### src/sv/wtsm_pkg.sv
// Shared constants, types and item layouts for the transmit slot manager.
package wtsm_pkg;

  localparam int SLOT_COUNT        = 5;
  localparam int DESCRIPTOR_STRIDE = 20;
  localparam int TAG_WIDTH         = 16;
  localparam int SLOT_IDX_W        = (SLOT_COUNT > 1) ? $clog2(SLOT_COUNT) : 1;

  localparam logic        ACT_TX         = 1'b0;
  localparam logic        ACT_DONE       = 1'b1;
  localparam logic [4:0]  RATE_HT        = 5'h10;
  localparam logic [4:0]  RATE_SGI       = 5'h18;
  localparam logic [31:0] PLCP0_FLAGS    = 32'h0060_0000 | 32'hc000_0000;
  localparam logic [31:0] PLCP1_FLAG     = 32'h1000_0000;
  localparam logic [31:0] HT_SIG_FLAGS   = 32'h0700_0000;
  localparam logic [31:0] HT_LEN_FLAG    = 32'h0005_0000;
  localparam logic [16:0] DESC_OVERHEAD  = 17'd32;

  typedef struct packed {
    logic        action;
    logic [15:0] frame_tag;
    logic [15:0] frame_length;
    logic [4:0]  rate_code;
    logic [31:0] done_mask;
  } in_item_t;

  typedef struct packed {
    logic        accepted;
    logic [4:0]  slot_index;
    logic [15:0] returned_tag;
    logic [7:0]  seq_byte_low;
    logic [7:0]  seq_byte_high;
    logic [16:0] descriptor_size;
    logic [31:0] plcp0_word;
    logic [31:0] plcp1_word;
    logic [31:0] ht_sig_word;
    logic [31:0] ht_length_word;
    logic        slot_freed;
    logic        calibrate;
  } out_item_t;

  typedef struct packed {
    logic                  claim_ok;
    logic [SLOT_IDX_W-1:0] claim_idx;
    logic                  bit_found;
    logic [4:0]            top_bit;
    logic                  freed;
    logic [15:0]           tag;
    logic [11:0]           seq;
    logic                  calibrate;
  } slot_res_t;

endpackage

### src/sv/wtsm_if.sv
// Handshake interfaces for request, result and configuration channels.
interface wtsm_in_if;
  logic        valid;
  logic        ready;
  logic        action;
  logic [15:0] frame_tag;
  logic [15:0] frame_length;
  logic [4:0]  rate_code;
  logic [31:0] done_mask;

  modport source (output valid, action, frame_tag, frame_length, rate_code, done_mask,
                  input ready);
  modport sink   (input valid, action, frame_tag, frame_length, rate_code, done_mask,
                  output ready);
endinterface

interface wtsm_out_if;
  logic        valid;
  logic        ready;
  logic        accepted;
  logic [4:0]  slot_index;
  logic [15:0] returned_tag;
  logic [7:0]  seq_byte_low;
  logic [7:0]  seq_byte_high;
  logic [16:0] descriptor_size;
  logic [31:0] plcp0_word;
  logic [31:0] plcp1_word;
  logic [31:0] ht_sig_word;
  logic [31:0] ht_length_word;
  logic        slot_freed;
  logic        calibrate;

  modport source (output valid, accepted, slot_index, returned_tag, seq_byte_low,
                  seq_byte_high, descriptor_size, plcp0_word, plcp1_word, ht_sig_word,
                  ht_length_word, slot_freed, calibrate, input ready);
  modport sink   (input valid, accepted, slot_index, returned_tag, seq_byte_low,
                  seq_byte_high, descriptor_size, plcp0_word, plcp1_word, ht_sig_word,
                  ht_length_word, slot_freed, calibrate, output ready);
endinterface

interface wtsm_cfg_if;
  logic        valid;
  logic        ready;
  logic [19:0] descriptor_base;

  modport source (output valid, descriptor_base, input ready);
  modport sink   (input valid, descriptor_base, output ready);
endinterface

### src/sv/wtsm_slots.sv
// Slot table: busy bits, stored tags, sequence and completion counters.
module wtsm_slots
  import wtsm_pkg::*;
(
  input  logic      clk_i,
  input  logic      rst_ni,
  input  logic      commit_i,
  input  in_item_t  item_i,
  output slot_res_t res_o
);

  logic [SLOT_COUNT-1:0] busy_q, busy_d;
  logic [TAG_WIDTH-1:0]  tag_q [SLOT_COUNT];
  logic [11:0]           seq_q;
  logic [1:0]            cmpl_q;

  logic                  is_tx, is_done, free_ok, nz, in_range, freed;
  logic [SLOT_IDX_W-1:0] free_idx, done_idx;
  logic [4:0]            top;
  logic [31:0]           tag_wide, tag_in;

  assign is_tx   = (item_i.action == ACT_TX);
  assign is_done = (item_i.action == ACT_DONE);
  assign nz      = |item_i.done_mask;

  always_comb begin
    free_ok  = 1'b0;
    free_idx = '0;
    for (int i = SLOT_COUNT - 1; i >= 0; i--) begin
      if (!busy_q[i]) begin
        free_ok  = 1'b1;
        free_idx = SLOT_IDX_W'(i);
      end
    end
  end

  always_comb begin
    top = '0;
    for (int i = 0; i < 32; i++) begin
      if (item_i.done_mask[i]) begin
        top = 5'(i);
      end
    end
  end

  assign in_range = (32'(top) < 32'(SLOT_COUNT));
  assign done_idx = top[SLOT_IDX_W-1:0];
  assign freed    = is_done && nz && in_range && busy_q[done_idx];
  assign tag_wide = in_range ? 32'(tag_q[done_idx]) : '0;
  assign tag_in   = 32'(item_i.frame_tag);

  always_comb begin
    res_o.claim_ok  = is_tx && free_ok;
    res_o.claim_idx = free_idx;
    res_o.bit_found = is_done && nz;
    res_o.top_bit   = top;
    res_o.freed     = freed;
    res_o.tag       = freed ? tag_wide[15:0] : '0;
    res_o.seq       = seq_q;
    res_o.calibrate = is_done && nz && (cmpl_q == 2'd3);
  end

  always_comb begin
    busy_d = busy_q;
    if (res_o.claim_ok) begin
      busy_d[free_idx] = 1'b1;
    end
    if (freed) begin
      busy_d[done_idx] = 1'b0;
    end
  end

  always_ff @(posedge clk_i or negedge rst_ni) begin
    if (!rst_ni) begin
      busy_q <= '0;
      seq_q  <= '0;
      cmpl_q <= '0;
    end else if (commit_i) begin
      busy_q <= busy_d;
      if (res_o.claim_ok) begin
        seq_q <= seq_q + 12'd1;
      end
      if (res_o.bit_found) begin
        cmpl_q <= cmpl_q + 2'd1;
      end
    end
  end

  always_ff @(posedge clk_i) begin
    if (commit_i && res_o.claim_ok) begin
      tag_q[free_idx] <= tag_in[TAG_WIDTH-1:0];
    end
  end

  a_claim_sets_busy: assert property (@(posedge clk_i) disable iff (!rst_ni)
    commit_i && res_o.claim_ok |=> busy_q[$past(free_idx)])
    else $error("claimed slot not marked busy");

  a_seq_hold: assert property (@(posedge clk_i) disable iff (!rst_ni)
    !(commit_i && res_o.claim_ok) |=> $stable(seq_q))
    else $error("sequence number moved without a claim");

  a_free_clears_busy: assert property (@(posedge clk_i) disable iff (!rst_ni)
    commit_i && freed |=> !busy_q[$past(done_idx)])
    else $error("freed slot still busy");

  a_reject_all_busy: assert property (@(posedge clk_i) disable iff (!rst_ni)
    is_tx && !res_o.claim_ok |-> (&busy_q))
    else $error("request rejected with a free slot");

endmodule

### src/sv/wtsm_fmt.sv
// Result formatter: descriptor size, PLCP, HT words or completion fields.
module wtsm_fmt
  import wtsm_pkg::*;
(
  input  in_item_t    item_i,
  input  slot_res_t   res_i,
  input  logic [19:0] base_i,
  output out_item_t   item_o
);

  logic        is_ht, sgi;
  logic [19:0] addr;
  logic [15:0] len;
  logic [4:0]  rate;

  assign len   = item_i.frame_length;
  assign rate  = item_i.rate_code;
  assign is_ht = (rate >= RATE_HT);
  assign sgi   = (rate >= RATE_SGI);
  assign addr  = base_i + 20'(32'(res_i.claim_idx) * 32'(DESCRIPTOR_STRIDE));

  always_comb begin
    item_o = '0;
    if (res_i.claim_ok) begin
      item_o.accepted        = 1'b1;
      item_o.slot_index      = 5'(res_i.claim_idx);
      item_o.seq_byte_low    = {res_i.seq[3:0], 4'b0};
      item_o.seq_byte_high   = res_i.seq[11:4];
      item_o.descriptor_size = 17'(len) + DESC_OVERHEAD;
      item_o.plcp0_word      = {12'b0, addr} | PLCP0_FLAGS;
      item_o.plcp1_word      = PLCP1_FLAG | {20'b0, len[11:0]} | {15'b0, rate, 12'b0}
                               | {6'b0, is_ht, 25'b0};
      if (is_ht) begin
        item_o.ht_sig_word    = {29'b0, rate[2:0]} | {8'b0, len, 8'b0} | HT_SIG_FLAGS
                                | {sgi, 31'b0};
        item_o.ht_length_word = {16'b0, len} | HT_LEN_FLAG;
      end
    end else if (res_i.bit_found) begin
      item_o.slot_index   = res_i.top_bit;
      item_o.returned_tag = res_i.tag;
      item_o.slot_freed   = res_i.freed;
      item_o.calibrate    = res_i.calibrate;
    end
  end

endmodule

### src/sv/wifi_tx_slot_manager_top.sv
// Top level of the transmit slot manager: input stage, slot table, result register.
//
// Channels: in_i takes requests (action 0: claim a slot, stamp the sequence
// number, build descriptor words) and completions (action 1: free the slot
// named by the highest set bit of done_mask). out_o returns exactly one
// result item per input item, in order. cfg_i writes descriptor_base and is
// always ready; write it only while no item is in flight.
// Path: an accepted item is registered in the input stage, resolved against
// the slot table and loaded into the result register, which drives
// out_o.valid; a stall at out_o holds it in the input stage.
// Throughput: one item per cycle while out_o does not stall; the slot table
// is read and updated in the same cycle as the result register loads, so
// back-to-back items see each other's claims and releases.
// Reset: all slots idle, sequence number and completion count zero,
// descriptor_base zero, both stages empty.
// Stall: while out_o.ready is low the result register holds, the input
// stage holds one more item, and in_i.ready drops once both are full.
module wifi_tx_slot_manager_top
  import wtsm_pkg::*;
(
  input  logic        clk_i,
  input  logic        rst_ni,
  wtsm_in_if.sink     in_i,
  wtsm_out_if.source  out_o,
  wtsm_cfg_if.sink    cfg_i
);

  logic        s1_valid_q, out_valid_q, s1_adv, commit, in_fire;
  in_item_t    s1_q, in_item;
  out_item_t   out_q, fmt_item;
  slot_res_t   slot_res;
  logic [19:0] base_q;

  assign in_item.action       = in_i.action;
  assign in_item.frame_tag    = in_i.frame_tag;
  assign in_item.frame_length = in_i.frame_length;
  assign in_item.rate_code    = in_i.rate_code;
  assign in_item.done_mask    = in_i.done_mask;

  assign s1_adv     = !out_valid_q || out_o.ready;
  assign commit     = s1_valid_q && s1_adv;
  assign in_i.ready = !s1_valid_q || s1_adv;
  assign in_fire    = in_i.valid && in_i.ready;
  assign cfg_i.ready = 1'b1;

  always_ff @(posedge clk_i or negedge rst_ni) begin
    if (!rst_ni) begin
      s1_valid_q  <= 1'b0;
      out_valid_q <= 1'b0;
      base_q      <= '0;
    end else begin
      if (in_i.ready) begin
        s1_valid_q <= in_i.valid;
      end
      if (s1_adv) begin
        out_valid_q <= s1_valid_q;
      end
      if (cfg_i.valid) begin
        base_q <= cfg_i.descriptor_base;
      end
    end
  end

  always_ff @(posedge clk_i) begin
    if (in_fire) begin
      s1_q <= in_item;
    end
    if (commit) begin
      out_q <= fmt_item;
    end
  end

  wtsm_slots u_slots (
    .clk_i    (clk_i),
    .rst_ni   (rst_ni),
    .commit_i (commit),
    .item_i   (s1_q),
    .res_o    (slot_res)
  );

  wtsm_fmt u_fmt (
    .item_i (s1_q),
    .res_i  (slot_res),
    .base_i (base_q),
    .item_o (fmt_item)
  );

  assign out_o.valid           = out_valid_q;
  assign out_o.accepted        = out_q.accepted;
  assign out_o.slot_index      = out_q.slot_index;
  assign out_o.returned_tag    = out_q.returned_tag;
  assign out_o.seq_byte_low    = out_q.seq_byte_low;
  assign out_o.seq_byte_high   = out_q.seq_byte_high;
  assign out_o.descriptor_size = out_q.descriptor_size;
  assign out_o.plcp0_word      = out_q.plcp0_word;
  assign out_o.plcp1_word      = out_q.plcp1_word;
  assign out_o.ht_sig_word     = out_q.ht_sig_word;
  assign out_o.ht_length_word  = out_q.ht_length_word;
  assign out_o.slot_freed      = out_q.slot_freed;
  assign out_o.calibrate       = out_q.calibrate;

endmodule

### src/flat_wrapper.sv
// flat-port wrapper written by rule: the top's interface ports become plain ports
module wifi_tx_slot_manager_top_flat import wtsm_pkg::*;
  (clk_i, rst_ni, in_i_valid, in_i_action, in_i_frame_tag, in_i_frame_length, in_i_rate_code, in_i_done_mask, in_i_ready, out_o_valid, out_o_accepted, out_o_slot_index, out_o_returned_tag, out_o_seq_byte_low, out_o_seq_byte_high, out_o_descriptor_size, out_o_plcp0_word, out_o_plcp1_word, out_o_ht_sig_word, out_o_ht_length_word, out_o_slot_freed, out_o_calibrate, out_o_ready, cfg_i_valid, cfg_i_descriptor_base, cfg_i_ready);
  wtsm_in_if in_i_i ();
  wtsm_out_if out_o_i ();
  wtsm_cfg_if cfg_i_i ();
  input  logic clk_i;
  input  logic rst_ni;
  input wire logic [$bits(in_i_i.valid)-1:0] in_i_valid;
  input wire logic [$bits(in_i_i.action)-1:0] in_i_action;
  input wire logic [$bits(in_i_i.frame_tag)-1:0] in_i_frame_tag;
  input wire logic [$bits(in_i_i.frame_length)-1:0] in_i_frame_length;
  input wire logic [$bits(in_i_i.rate_code)-1:0] in_i_rate_code;
  input wire logic [$bits(in_i_i.done_mask)-1:0] in_i_done_mask;
  output wire logic [$bits(in_i_i.ready)-1:0] in_i_ready;
  output wire logic [$bits(out_o_i.valid)-1:0] out_o_valid;
  output wire logic [$bits(out_o_i.accepted)-1:0] out_o_accepted;
  output wire logic [$bits(out_o_i.slot_index)-1:0] out_o_slot_index;
  output wire logic [$bits(out_o_i.returned_tag)-1:0] out_o_returned_tag;
  output wire logic [$bits(out_o_i.seq_byte_low)-1:0] out_o_seq_byte_low;
  output wire logic [$bits(out_o_i.seq_byte_high)-1:0] out_o_seq_byte_high;
  output wire logic [$bits(out_o_i.descriptor_size)-1:0] out_o_descriptor_size;
  output wire logic [$bits(out_o_i.plcp0_word)-1:0] out_o_plcp0_word;
  output wire logic [$bits(out_o_i.plcp1_word)-1:0] out_o_plcp1_word;
  output wire logic [$bits(out_o_i.ht_sig_word)-1:0] out_o_ht_sig_word;
  output wire logic [$bits(out_o_i.ht_length_word)-1:0] out_o_ht_length_word;
  output wire logic [$bits(out_o_i.slot_freed)-1:0] out_o_slot_freed;
  output wire logic [$bits(out_o_i.calibrate)-1:0] out_o_calibrate;
  input wire logic [$bits(out_o_i.ready)-1:0] out_o_ready;
  input wire logic [$bits(cfg_i_i.valid)-1:0] cfg_i_valid;
  input wire logic [$bits(cfg_i_i.descriptor_base)-1:0] cfg_i_descriptor_base;
  output wire logic [$bits(cfg_i_i.ready)-1:0] cfg_i_ready;
  assign in_i_i.valid = in_i_valid;
  assign in_i_i.action = in_i_action;
  assign in_i_i.frame_tag = in_i_frame_tag;
  assign in_i_i.frame_length = in_i_frame_length;
  assign in_i_i.rate_code = in_i_rate_code;
  assign in_i_i.done_mask = in_i_done_mask;
  assign in_i_ready = in_i_i.ready;
  assign out_o_valid = out_o_i.valid;
  assign out_o_accepted = out_o_i.accepted;
  assign out_o_slot_index = out_o_i.slot_index;
  assign out_o_returned_tag = out_o_i.returned_tag;
  assign out_o_seq_byte_low = out_o_i.seq_byte_low;
  assign out_o_seq_byte_high = out_o_i.seq_byte_high;
  assign out_o_descriptor_size = out_o_i.descriptor_size;
  assign out_o_plcp0_word = out_o_i.plcp0_word;
  assign out_o_plcp1_word = out_o_i.plcp1_word;
  assign out_o_ht_sig_word = out_o_i.ht_sig_word;
  assign out_o_ht_length_word = out_o_i.ht_length_word;
  assign out_o_slot_freed = out_o_i.slot_freed;
  assign out_o_calibrate = out_o_i.calibrate;
  assign out_o_i.ready = out_o_ready;
  assign cfg_i_i.valid = cfg_i_valid;
  assign cfg_i_i.descriptor_base = cfg_i_descriptor_base;
  assign cfg_i_ready = cfg_i_i.ready;
  wifi_tx_slot_manager_top u_core (.clk_i(clk_i), .rst_ni(rst_ni), .in_i(in_i_i), .out_o(out_o_i), .cfg_i(cfg_i_i));
endmodule
### config.mk
export PLATFORM = sky130hd
export DESIGN_NAME = wifi_tx_slot_manager_top_flat
export DESIGN_NICKNAME = d
export VERILOG_FILES = /design/src/sv/wtsm_pkg.sv /design/src/sv/wtsm_if.sv /design/src/sv/wtsm_slots.sv /design/src/sv/wtsm_fmt.sv /design/src/sv/wifi_tx_slot_manager_top.sv /design/src/flat_wrapper.sv
export SDC_FILE = /design/constraint.sdc
export NUM_CORES = 1
export LEC_CHECK = 0
export BUFFER_PORTS_ARGS = -buffer_cell sky130_fd_sc_hd__buf_2
export CAP_MARGIN = 20
export CORE_UTILIZATION = 41
export DETAILED_ROUTE_END_ITERATION = 7
export REMOVE_ABC_BUFFERS = 1
export SLEW_MARGIN = 20
export SYNTH_ARGS = -nofsm -noshare
export SYNTH_HDL_FRONTEND = slang
export SYNTH_HIERARCHICAL = 1
export SYNTH_SLANG_ARGS = --single-unit
export TNS_END_PERCENT = 100
### constraint.sdc
create_clock -name clk_i -period 7.45 [get_ports clk_i]
set_input_delay 0.745 -clock clk_i [delete_from_list [all_inputs] [get_ports clk_i]]
set_output_delay 0.745 -clock clk_i [all_outputs]
set_load 0.03 [all_outputs]
==> flow_summary_export.csv <==
group,metric,value,unit
outcome,status,"finished, final reports clean",
routing,drt-initial-drc-count,486,
run,drv_cap,0,
sta,rsz0062_at_grt,"false",
yosys,postSynth.topFlopCell,"edfxtp_1",
floorplanning,die_x,197,microns
grt,grt_first_pass_wirelength,48.1,mm
yosys,yosys-top-cells-area,"edfxtp_1 (65%), dfrtp_1 (6.6%), buf_4 (4.0%)",
sta,fin_skew,0.0296,ns
routing,ant_nets,0,
placed_design,dp.final_hpwl,20.8,mm
critical_path,endpoint_kind,"register",
sta,finalSetupViolations,0,
sta,slew_headroom,0.271,
min_path,min_path_type,"primary input to asynchronous set/reset pin",
cells_and_area,syn2layout_area_growth,17.5,%
yosys,syn_area_per_cell,15.5,sq um
sta,slew_violations,0,
sta,hold_violations,0,
pwr,irDropWorstVdd,0.000177,V
critical_path,cp_data_required_time,7.74,ns
routing,firstDrtPassIters,5,
grt,grt_use_total,0.163,
yosys,synth_area,15600,sq um
critical_path,cp-start-kind,"register",
grt,overflow,0,
floorplanning,initial_core_util,0.416,
yosys,synthDistinctLibCells,68,
routing,wl_per_cell,17.6,microns
routing,vias,8701,
grt,grt_pass1_vias,8468,
sta,holdWs,0.189,ns
sta,timing.fmax,264,MHz
placed_design,post-place-ws,3.72,ns
routing,drc_errors,0,
routing,vias_per_cell,4.82,
floorplanning,rows,71,
cts,clock_latency,0.54,ns
cts,path_clk_slew,0.06,ns
cts,cts_root_buffer,"clkbuf_16",
yosys,ys_ff_latch,376,
floorplanning,fp.coreArea,37500,sq um
floorplanning,die_y,197,microns
cells_and_area,fillers,3238,
critical_path,critPathArrivalTime,4.08,ns
cts,numClockSinks,376,
yosys,post-synth-top-area-cell,"edfxtp_1",
critical_path,worstSetupPathType,"register to register",
cts,cts_buffers,39,
yosys,async_flop_share,0.109,
yosys,synthCells,1007,
sta,fin_ws,3.66,ns
floorplanning,die_area,38800,sq um
sta,min_period,3.79,ns
placed_design,portBuffers,281,
cts,post_cts_buffers,0,
sta,worst_pin_slew,1.09,ns
yosys,ys_seq_area_frac,0.711,
cts,cts_resized,0,
cells_and_area,drive_above_1_share,0.324,
cts,cts_buffer_depth,3,
yosys,yosysMostFrequentCell,"edfxtp_1",
cells_and_area,register_area,11100,sq um
cells_and_area,utilization,0.488,
sta,post-route-period-util,0.509,
yosys,yosysWarnings,6,
cts,cts_tree,"yes",
yosys,synth_edf_count,335,
cts,cts_max_level,2,
pwr,power_density,299,nW/um^2
pwr,power.total,5.47,mW
cts,cts.hold.buffers_added,0,
cells_and_area,multiInputGateArea,3740,sq um
grt,grt_antenna_before_repair,5,
floorplanning,io_pins,283,
yosys,yosysTopAreaCellShare,0.646,
pwr,p_leak,7.04,nW
yosys,yosys-top-cells-count,"edfxtp_1 (335), buf_4 (83), and2_1 (56)",
critical_path,crit_path_max_fanout,37,
grt,grt_max_degree,87,
routing,wl,31.8,mm
cells_and_area,fin_nets,1375,
placed_design,gp_congestion,0.759,
[worst max-delay path: stages (launching register included)]
cell and delay, ns:
edfxtp_1 0.44, or3_1 0.41, o211ai_2 0.79, o211ai_4 0.21, inv_4 0.41, o211ai_2 0.16, a32oi_4 0.80, a211oi_1 0.08
and2_1 0.20
[final cells by class]
| type | count | area share |
|---|---|---|
| sequential | 376 | 0.606 |
| clock buffer | 51 | 0.0558 |
| inverter | 36 | 0.00752 |
| clock inverter | 16 | 0.0117 |
| antenna | 3 | 0.000410 |
| multi-input combinational | 525 | 0.204 |
| timing repair buffer | 288 | 0.0798 |
| tap | 511 | 0.0349 |
[cells by family (layout without fill, tap and decap cells)]
logic type / count (synthesis) / count (layout) / synth area share
AOI/OAI and AO/OA: 142 / 142 / 0.0758
xor gates and xnor gates: 22 / 22 / 0.0124
adders and majority gates: 14 / 14 / 0.0117
buffers and inverters: 153 / 391 / 0.0617
DFF: 376 / 376 / 0.711
muxes: 49 / 49 / 0.0393
other: 2 / 52 / 0.000482
and+or+nand+nor: 249 / 249 / 0.0871
[where the power goes]
| group | internal [mW] | switching [mW] | leakage [nW] |
|---|---|---|---|
| Sequential | 2.55 | 0.108 | 3.70 |
| Clock | 1.14 | 0.770 | 0.586 |
| Combinational | 0.273 | 0.624 | 2.76 |
| Total | 3.96 | 1.50 | 7.04 |
[cell usage in the layout (no fill, tap or decap), drive strengths merged, types with 8 or more instances in the layout]
cell / n
inv: 36
clkbuf: 51
nand2: 48
edfxtp: 335
ha: 13
and3: 24
dfrtp: 41
a211oi: 20
clkinv: 8
xnor2: 16
o211ai: 39
conb: 49
o21ai: 9
buf: 288
o2111ai: 20
a21oi: 26
mux2i: 11
nand2b: 17
nand4: 8
nor2: 37
nor3: 14
nor4: 11
nand3: 18
mux2: 38
and2: 56
[final timing paths]
kind,slack [ns],endpoint,start,depth (start not counted)
max,3.66,u_core/out_o.returned_tag[15]$_DFFE_PP_,u_core/s1_q[22]$_DFFE_PP_,8
min,0.19,u_core/out_o.valid$_DFFE_PN0P_,rst_ni,1
max reg2reg,3.66,u_core/out_o.returned_tag[15]$_DFFE_PP_,u_core/s1_q[22]$_DFFE_PP_,8
min reg2reg,0.47,u_core/u_slots/seq_q[11]$_DFFE_PN0P_,u_core/u_slots/seq_q[11]$_DFFE_PN0P_,1
max in group asynchronous,6.87,u_core/base_q[19]$_DFFE_PN0P_,rst_ni,1
min in group clk_i,0.38,u_core/s1_q[27]$_DFFE_PP_,in_i_done_mask[27],1
[layer usage]
metal	share of wire	global-route usage
met1	0.43	0.209
met3	0.070	0.0416
met5	0.0014	0
met4	0.022	0.0488
met2	0.48	0.272
[registers in the layout (all words and copies together) (netlist names), 12 cells and up]
signal	count
u_core/out_o.ht_sig_word	32
u_core/out_o.returned_tag	16
u_core/s1_q	70
u_core/u_slots/seq_q	12
u_core/u_slots/tag_q	80
u_core/base_q	20
u_core/out_o.ht_length_word	32
u_core/out_o.descriptor_size	17
u_core/out_o.plcp1_word	32
u_core/out_o.plcp0_word	32
[stage by stage]
stage	cell area, sq um	TNS, ns	cells
global route	18300	0	1803
floorplan	14900	-2.74	937
detailed placement	17100	0	1736
global placement	17100	0	1736
CTS	18300	0	1803
finish	18300	0	1806
No activity file was read; power rests on OpenSTA's default activity.
